`src/rtl/trickle_interval_timer_unit_macros.svh`:
```
// assertion macros for the trickle interval timer
// used by the top level only; expects clk and rst_n in scope
`ifndef TRICKLE_INTERVAL_TIMER_UNIT_MACROS_SVH
`define TRICKLE_INTERVAL_TIMER_UNIT_MACROS_SVH

// same-cycle implication, disabled in reset
`define TRK_ASSERT_NOW(label, ante, cons) \
  label: assert property (@(posedge clk) disable iff (!rst_n) (ante) |-> (cons)) \
    else $error("trickle timer check failed");

// next-cycle implication, disabled in reset
`define TRK_ASSERT_NEXT(label, ante, cons) \
  label: assert property (@(posedge clk) disable iff (!rst_n) (ante) |=> (cons)) \
    else $error("trickle timer check failed");

`endif

```
`src/rtl/trk_pkg.sv`:
```
// shared types and codes for the trickle interval timer
// no dependencies
package trk_pkg;

  localparam int RND_W = 16;

  localparam logic [1:0] OP_TICK  = 2'd0;
  localparam logic [1:0] OP_RESET = 2'd1;
  localparam logic [1:0] OP_SENT  = 2'd2;

  localparam logic CFG_MIN_INTERVAL  = 1'b0;
  localparam logic CFG_MAX_DOUBLINGS = 1'b1;

  typedef struct packed {
    logic             start;
    logic [RND_W-1:0] dividend;
    logic [RND_W-1:0] divisor;
  } trk_div_req_t;

  typedef struct packed {
    logic             done;
    logic [RND_W-1:0] rem;
  } trk_div_sts_t;

endpackage

```
`src/rtl/trk_mod_serial.sv`:
```
// bit-serial restoring remainder unit, one dividend bit per cycle
// depends on trk_pkg
module trk_mod_serial
  import trk_pkg::*;
(
  input  logic         clk,
  input  logic         rst_n,
  input  trk_div_req_t req,
  output trk_div_sts_t sts
);

  localparam int CNT_W = $clog2(RND_W);

  logic [RND_W-1:0] q_r, q_nxt;
  logic [RND_W-1:0] r_r, r_nxt;
  logic [RND_W-1:0] d_r, d_nxt;
  logic [CNT_W-1:0] cnt_r, cnt_nxt;
  logic             busy_r, busy_nxt;
  logic             done_r, done_nxt;
  logic [RND_W:0]   r_sh;

  always_comb begin
    q_nxt    = q_r;
    r_nxt    = r_r;
    d_nxt    = d_r;
    cnt_nxt  = cnt_r;
    busy_nxt = busy_r;
    done_nxt = 1'b0;
    r_sh     = {r_r, q_r[RND_W-1]};
    if (req.start) begin
      q_nxt    = req.dividend;
      r_nxt    = '0;
      d_nxt    = req.divisor;
      cnt_nxt  = CNT_W'(RND_W - 1);
      busy_nxt = 1'b1;
    end else if (busy_r) begin
      // trial subtract of the shifted partial remainder
      if (r_sh >= {1'b0, d_r}) begin
        r_nxt = RND_W'(r_sh - {1'b0, d_r});
      end else begin
        r_nxt = r_sh[RND_W-1:0];
      end
      q_nxt   = {q_r[RND_W-2:0], 1'b0};
      cnt_nxt = cnt_r - 1'b1;
      if (cnt_r == '0) begin
        busy_nxt = 1'b0;
        done_nxt = 1'b1;
      end
    end
  end

  always_ff @(posedge clk) begin
    q_r   <= q_nxt;
    r_r   <= r_nxt;
    d_r   <= d_nxt;
    cnt_r <= cnt_nxt;
    if (!rst_n) begin
      busy_r <= 1'b0;
      done_r <= 1'b0;
    end else begin
      busy_r <= busy_nxt;
      done_r <= done_nxt;
    end
  end

  assign sts.done = done_r;
  assign sts.rem  = r_r;

endmodule

```
`src/rtl/trickle_interval_timer_unit.sv`:
```
// Trickle interval timer (no redundancy counter): tick, reset/start and
// sent-mark items, one result per item. Uses trk_pkg and trk_mod_serial.
//
// Flow: an item is taken only while the unit is idle. The next item can
// follow once the result is loaded, when the result side is not stalled.
// A sent mark, an unused code or a tick before start goes to output.
// A tick passes a check state; one that ends the interval then passes the
// grow and start states, a reset only the start state, and both then wait on
// the 16-step bit-serial remainder unit that picks the send time. When the
// span is zero the remainder is skipped; the start state sets the send time.
// A finished result sits in an output register, so the next item is taken
// while it waits. A stalled result holds the one after it until the register
// frees up. Config writes are registered and are meant for idle periods.
module trickle_interval_timer_unit
  import trk_pkg::*;
#(
  parameter int TICK_WIDTH = 24
) (
  input  logic        clk,
  input  logic        rst_n,
  input  logic        cfg_we,
  input  logic        cfg_index,
  input  logic [15:0] cfg_wdata,
  input  logic        in_valid,
  output logic        in_stall,
  input  logic [1:0]  in_op,
  input  logic [15:0] in_random_value,
  output logic        out_valid,
  input  logic        out_stall,
  output logic        out_tx_due,
  output logic        out_interval_restarted,
  output logic [23:0] out_interval_now,
  output logic        out_active
);

`include "trickle_interval_timer_unit_macros.svh"

  localparam int TW = TICK_WIDTH;

  localparam logic [2:0] S_IDLE  = 3'd0;
  localparam logic [2:0] S_CHECK = 3'd1;
  localparam logic [2:0] S_GROW  = 3'd2;
  localparam logic [2:0] S_START = 3'd3;
  localparam logic [2:0] S_DIV   = 3'd4;
  localparam logic [2:0] S_OUT   = 3'd5;

  logic [2:0]    state_r, state_nxt;
  logic [15:0]   min_int_r;
  logic [3:0]    max_dbl_r;
  logic [TW-1:0] interval_len_r, interval_len_nxt;
  logic [TW-1:0] tick_count_r, tick_count_nxt;
  logic [TW-1:0] send_time_r, send_time_nxt;
  logic          armed_r, armed_nxt;
  logic          started_r, started_nxt;
  logic          restarted_r, restarted_nxt;
  logic [15:0]   rnd_r, rnd_nxt;

  logic          out_valid_r;
  logic          out_tx_due_r;
  logic          out_restarted_r;
  logic [23:0]   out_interval_r;
  logic          out_active_r;
  logic          out_load;

  logic          in_acc;
  logic [TW-1:0] min_ext;
  logic [TW-1:0] imax;
  logic [TW:0]   dbl;
  logic [TW-1:0] half;
  logic [15:0]   span;

  trk_div_req_t  div_req;
  trk_div_sts_t  div_sts;

  trk_mod_serial u_mod (
    .clk   (clk),
    .rst_n (rst_n),
    .req   (div_req),
    .sts   (div_sts)
  );

  assign in_stall = (state_r != S_IDLE);
  assign in_acc   = in_valid && !in_stall;

  assign min_ext = TW'(min_int_r);
  assign imax    = min_ext << max_dbl_r;
  assign dbl     = {interval_len_r, 1'b0};
  assign half    = interval_len_r >> 1;
  assign span    = 16'(interval_len_r - half);

  assign div_req.start    = (state_r == S_START) && (span != '0);
  assign div_req.dividend = rnd_r;
  assign div_req.divisor  = span;

  assign out_load = (state_r == S_OUT) && (!out_valid_r || !out_stall);

  always_comb begin
    state_nxt        = state_r;
    interval_len_nxt = interval_len_r;
    tick_count_nxt   = tick_count_r;
    send_time_nxt    = send_time_r;
    armed_nxt        = armed_r;
    started_nxt      = started_r;
    restarted_nxt    = restarted_r;
    rnd_nxt          = rnd_r;
    unique case (state_r)
      S_IDLE: begin
        if (in_acc) begin
          rnd_nxt       = in_random_value;
          restarted_nxt = 1'b0;
          state_nxt     = S_OUT;
          if (in_op == OP_RESET) begin
            interval_len_nxt = min_ext;
            armed_nxt        = 1'b0;
            started_nxt      = 1'b1;
            restarted_nxt    = 1'b1;
            state_nxt        = S_START;
          end else if (in_op == OP_SENT) begin
            armed_nxt = 1'b0;
          end else if (in_op == OP_TICK && started_r) begin
            tick_count_nxt = tick_count_r + 1'b1;
            state_nxt      = S_CHECK;
          end
        end
      end
      S_CHECK: begin
        if (tick_count_r >= interval_len_r) begin
          restarted_nxt = 1'b1;
          state_nxt     = S_GROW;
        end else begin
          state_nxt = S_OUT;
        end
      end
      S_GROW: begin
        // double, capped at the configured maximum
        if (interval_len_r < imax) begin
          if (dbl > {1'b0, imax}) begin
            interval_len_nxt = imax;
          end else begin
            interval_len_nxt = dbl[TW-1:0];
          end
        end
        state_nxt = S_START;
      end
      S_START: begin
        if (span == '0) begin
          tick_count_nxt = '0;
          send_time_nxt  = half;
          armed_nxt      = 1'b1;
          state_nxt      = S_OUT;
        end else begin
          state_nxt = S_DIV;
        end
      end
      S_DIV: begin
        if (div_sts.done) begin
          tick_count_nxt = '0;
          send_time_nxt  = half + TW'(div_sts.rem);
          armed_nxt      = 1'b1;
          state_nxt      = S_OUT;
        end
      end
      S_OUT: begin
        if (out_load) begin
          state_nxt = S_IDLE;
        end
      end
      default: begin
        state_nxt = S_IDLE;
      end
    endcase
  end

  always_ff @(posedge clk) begin
    rnd_r       <= rnd_nxt;
    restarted_r <= restarted_nxt;
    if (!rst_n) begin
      state_r        <= S_IDLE;
      min_int_r      <= 16'd8;
      max_dbl_r      <= 4'd4;
      interval_len_r <= '0;
      tick_count_r   <= '0;
      send_time_r    <= '0;
      armed_r        <= 1'b0;
      started_r      <= 1'b0;
      out_valid_r    <= 1'b0;
    end else begin
      state_r        <= state_nxt;
      interval_len_r <= interval_len_nxt;
      tick_count_r   <= tick_count_nxt;
      send_time_r    <= send_time_nxt;
      armed_r        <= armed_nxt;
      started_r      <= started_nxt;
      if (cfg_we) begin
        unique case (cfg_index)
          CFG_MIN_INTERVAL:  min_int_r <= cfg_wdata;
          CFG_MAX_DOUBLINGS: max_dbl_r <= cfg_wdata[3:0];
          default: ;
        endcase
      end
      if (out_load) begin
        out_valid_r <= 1'b1;
      end else if (!out_stall) begin
        out_valid_r <= 1'b0;
      end
    end
  end

  // result payload, held while the transfer is stalled
  always_ff @(posedge clk) begin
    if (out_load) begin
      out_tx_due_r    <= armed_r && (tick_count_r >= send_time_r);
      out_restarted_r <= restarted_r;
      out_interval_r  <= 24'(interval_len_r);
      out_active_r    <= started_r;
    end
  end

  assign out_valid              = out_valid_r;
  assign out_tx_due             = out_tx_due_r;
  assign out_interval_restarted = out_restarted_r;
  assign out_interval_now       = out_interval_r;
  assign out_active             = out_active_r;

  `TRK_ASSERT_NOW(a_div_done_in_div, div_sts.done, state_r == S_DIV)
  `TRK_ASSERT_NEXT(a_reset_starts, in_acc && in_op == OP_RESET, started_r)
  `TRK_ASSERT_NOW(a_armed_needs_start, armed_r, started_r)
  `TRK_ASSERT_NOW(a_due_needs_active, out_valid_r && out_tx_due_r, out_active_r)

endmodule
```
`config.mk`:
```
export PLATFORM = sky130hd
export DESIGN_NAME = trickle_interval_timer_unit
export DESIGN_NICKNAME = d
export VERILOG_FILES = /design/src/rtl/trk_pkg.sv /design/src/rtl/trk_mod_serial.sv /design/src/rtl/trickle_interval_timer_unit.sv
export VERILOG_INCLUDE_DIRS = /design/src /design/src/rtl
export SDC_FILE = /design/constraint.sdc
export NUM_CORES = 1
export LEC_CHECK = 0
export BUFFER_PORTS_ARGS = -buffer_cell sky130_fd_sc_hd__buf_2
export CAP_MARGIN = 0
export CORE_MARGIN = 2
export CORE_UTILIZATION = 50
export DETAILED_ROUTE_END_ITERATION = 10
export GPL_TIMING_DRIVEN = 0
export PLACE_DENSITY = 0.79
export SLEW_MARGIN = 20
export SYNTH_ARGS = -nofsm -noshare
export SYNTH_HDL_FRONTEND = slang
export SYNTH_HIERARCHICAL = 1
export SYNTH_SLANG_ARGS = --single-unit
```
`constraint.sdc`:
```
create_clock -name clk -period 4.9 [get_ports clk]
set_input_delay 0.245 -clock clk [delete_from_list [all_inputs] [get_ports clk]]
set_output_delay 0.245 -clock clk [all_outputs]
set_load 0.005 [all_outputs]
```
==> metrics.md <==
| Metric | Value |
|---|---|
| Launch point of the critical path | `max_dbl_r[1]` |
| Largest net degree at the start of global routing | `28` |
| Vias in the first global route | `roughly 12000` |
| Max-slew violation total from the final report | `0` |
| Minimum clock period after layout | `between 4000 and 5000 ps` |
| Worst VDD drop | `about 0.29 mV` |
| Final GP Congestion | `0.962` |
| Area grow syn2layout | `12.0%` |
| Die Span X | `roughly 170 um` |
| Areal power density over the cells | `484 nW/um^2` |
| Site row count | `60` |
| Path class of the lowest-slack min-delay path | `in2reg` |
| Largest stage delay, worst path | `about 550 ps` |
| Via density per instance | `slightly above 6` |
| Via count of the routed design | `between 10000 and 15000` |
| CTS sink count | `between 150 and 200` |
| Transition at the pin with the smallest max-transition slack | `around 840 ps` |
| Run status | `finished, final reports clean` |
| RR Endpoint | `interval_len_r[2]` |
| Synthesized area | `13700 sq um` |
| Layout cell share with drive strength beyond 1 | `a little over an eighth` |
| Total Negative Setup Slacks | `0 ps` |
| Count of flip-flops with a built-in enable after synthesis | `76` |
| Worst setup slack for register-to-register paths | `roughly 190 ps` |
| Start-to-end type of the worst setup path | `reg2reg` |
| Floorplan die area | `28800 sq um` |
| Worst Min Path Start | `cfg_wdata[3]` |
| Total count of hold-check failures in the final report | `0` |
| R2r startpoint | `max_dbl_r[1]` |
| Initial core utilization | `roughly 51%` |
| Worst hold path stage count | `3` |
| Total leakage power | `a little over 6 nW` |
| DRT Wirelength | `39600 um` |
| Core region area | `between 20000 and 30000 sq um` |
| Number of buffers added by the clock tree synthesis step | `17` |
| Number of maximum-capacitance violations | `0` |
| Number of detailed-route iterations in the first pass | `5` |
| Count of port buffers added during placement | `68` |
| Hold Worst Slack | `approximately 23 ps` |
| Clock insertion delay at the later pin of the skew report | `~450 ps` |
| Ys flop type | `dfxtp_1` |
| Final ANT Viol Nets | `0` |
| Crit path capture type | `flop` |
| Commonest cells after routing, fill and taps aside | `nand2_1 (146), ha_1 (146), a21oi_1 (140)` |
| Count of unique library cells instantiated by Yosys | `between 80 and 90` |
| Cell at the root of the clock tree | `clkbuf_16` |
| Data required time of the worst path | `around 5300 ps` |
| Synth Warn # | `6` |
| Largest fanout of any net on the critical path | `10` |
| DP Wirelength | `29900 um` |
| Num ports | `around 70` |
| GRT Residual Overflow | `0` |
| Drt initial violations | `1271` |
| Wirelength per Cell | `around 20 um` |
| Post-synthesis cell count | `around 1600` |
| Clock Pin Slew Worst Setup and Hold Paths | `approximately 80 ps` |
| Residual DRC count | `0` |
| Worst Hold Path EP | `min_int_r[3]` |
| Total power | `between 7 and 8 mW` |
| Initial antenna violation count | `0` |
| Critical path launch point type | `flop` |
| Reg2Reg Depth | `17` |
| Setup violation total in the final timing report | `0` |
| Critical path data arrival time | `slightly above 5000 ps` |
| Max Root-Sink Buffers | `2` |
| Post-Synthesis Net Count | `approximately 1700` |
| Sequential-to-total area share from yosys stat | `34.1%` |
| H-tree lvl count | `4` |
| Max Fclk | `between 0.2 and 0.25 GHz` |
| Die Span Y | `between 150 and 200 um` |
| Fill cell total of the finished layout | `~2400` |
| Worst Skew | `approximately 17 ps` |
| Final antenna diode count | `0` |
| Slew headroom | `a little over two fifths` |
| Layout net count | `1851` |
| Library cell contributing the largest single delay on the critical path | `a2111oi_1` |
| CTS tree | `built` |
| Cell repeated most along the worst path | `clkbuf_2` |
| Average cell area after synthesis | `between 8 and 9 sq um` |
| Utilization of the core after routing | `a little under three fifths` |
| Synth Register Bits | `about 200` |
| Global Route Usage Sum | `a little over a quarter` |
| First-pass GRT wire length | `~62000 um` |
| Critical Path, Cell by Cell | `clkbuf_4 -> clkbuf_2 -> mux4_2 -> mux2i_1 -> nor2_1 -> a21oi_1 -> ha_1 -> and4_1 -> nand4_1 -> a2111oi_1 -> o31ai_2 -> a31oi_1 -> o22ai_1 -> clkbuf_2 -> nor2_1 -> clkbuf_2 -> a22o_1` |
| Final period utilization | `a little over nine tenths` |
| Fraction of registers with async set/reset | `0%` |
critical path: cells and delay by family, from the launching register on:
| family | cells | cell delay (ps) |
|---|---|---|
| buffers and inverters | 4 | 1040 |
| AO/OA/AOI/OAI | 6 | 1740 |
| adder cells (fa/ha/maj) | 1 | 200 |
| multiplexers | 2 | 550 |
| AND/OR/NAND/NOR | 4 | 650 |
| flip-flops | 1 | 440 |
what timing repair did:
item | CTS | global route
resized for setup | 10 | 26
setup buffers | 0 | 3
pin swaps | 0 | 1
endpoints found under the setup margin | 67 | 71
endpoints found under the hold margin | 14 | 2
cloned | 0 | 0
hold buffers | 14 | 2
synthesized netlist by cell type (32+ instances only):
library cell,count,area share [%]
clkbuf_1,49,1.3
a21oi_1,142,5.2
dfxtp_1,120,17
nor2_1,117,3.2
o21ai_0,82,3.0
a211oi_1,37,2.0
edfxtp_1,76,17
ha_1,146,13
nand3_1,43,1.6
inv_1,97,2.7
nand2_1,146,4.0
mux2_2,32,2.6
xnor2_1,33,2.1
routing by layer:
metal / track usage (%) / up-vias / wire length [um]
li1: - / 5970 / -
met1: 35.9 / 6019 / 17200
met2: 45.4 / 483 / 18800
met3: 3.50 / 96 / 2330
met4: 10.7 / 0 / 1290
met5: 0 / - / 0
power breakdown:
group	leakage, nW	internal (mW)	switching, mW
registers	1.67	2.05	0.270
logic	4.20	1.48	2.26
clock network	0.280	0.683	0.710
flip-flops by register name, indices dropped and copies added, names as in the netlist, 24 cells and up:
name and count:
tick_count_r 24, send_time_r 24, out_interval_now 24, interval_len_r 24
layout make-up:
| type | count | area (sq um) | area share (%) |
|---|---|---|---|
| buffer | 74 | 349 | 2.27 |
| clock buffer | 17 | 425 | 2.76 |
| clock inverter | 15 | 159 | 1.03 |
| inverter | 98 | 372 | 2.42 |
| multi-input combinational | 1187 | 8430 | 54.8 |
| sequential | 196 | 4690 | 30.5 |
| tap | 341 | 427 | 2.77 |
| timing repair buffer | 88 | 543 | 3.53 |
through the flow:
step,cell area [sq um],std cells,setup WS (ps)
6_report,15400,2016,189
3_3_place_gp,14500,1965,-610
4_1_cts,15300,2011,46.3
3_5_place_dp,14500,1966,-455
2_1_floorplan,13700,1556,671
5_1_grt,15400,2016,-48.3
logic make-up after synthesis:
family	synth area share, %
and+or+nand+nor	16.3
AOI/OAI and AO/OA	22.4
DFF	34.1
buffers and inverters	5.07
adders and majority gates	13.7
muxes	5.70
xor gates and xnor gates	2.68
worst max path at each step:
stage,to,slack [ps],cells after the start
after floorplan,interval_len_r[12],670,19
after global placement,u_mod/q_r[4],-610,12
after detailed placement,interval_len_r[11],-460,18
after CTS,interval_len_r[11],50,17
after global routing,interval_len_r[2],-50,17
final,interval_len_r[2],190,17
No activity file was read; power rests on OpenSTA's default activity.
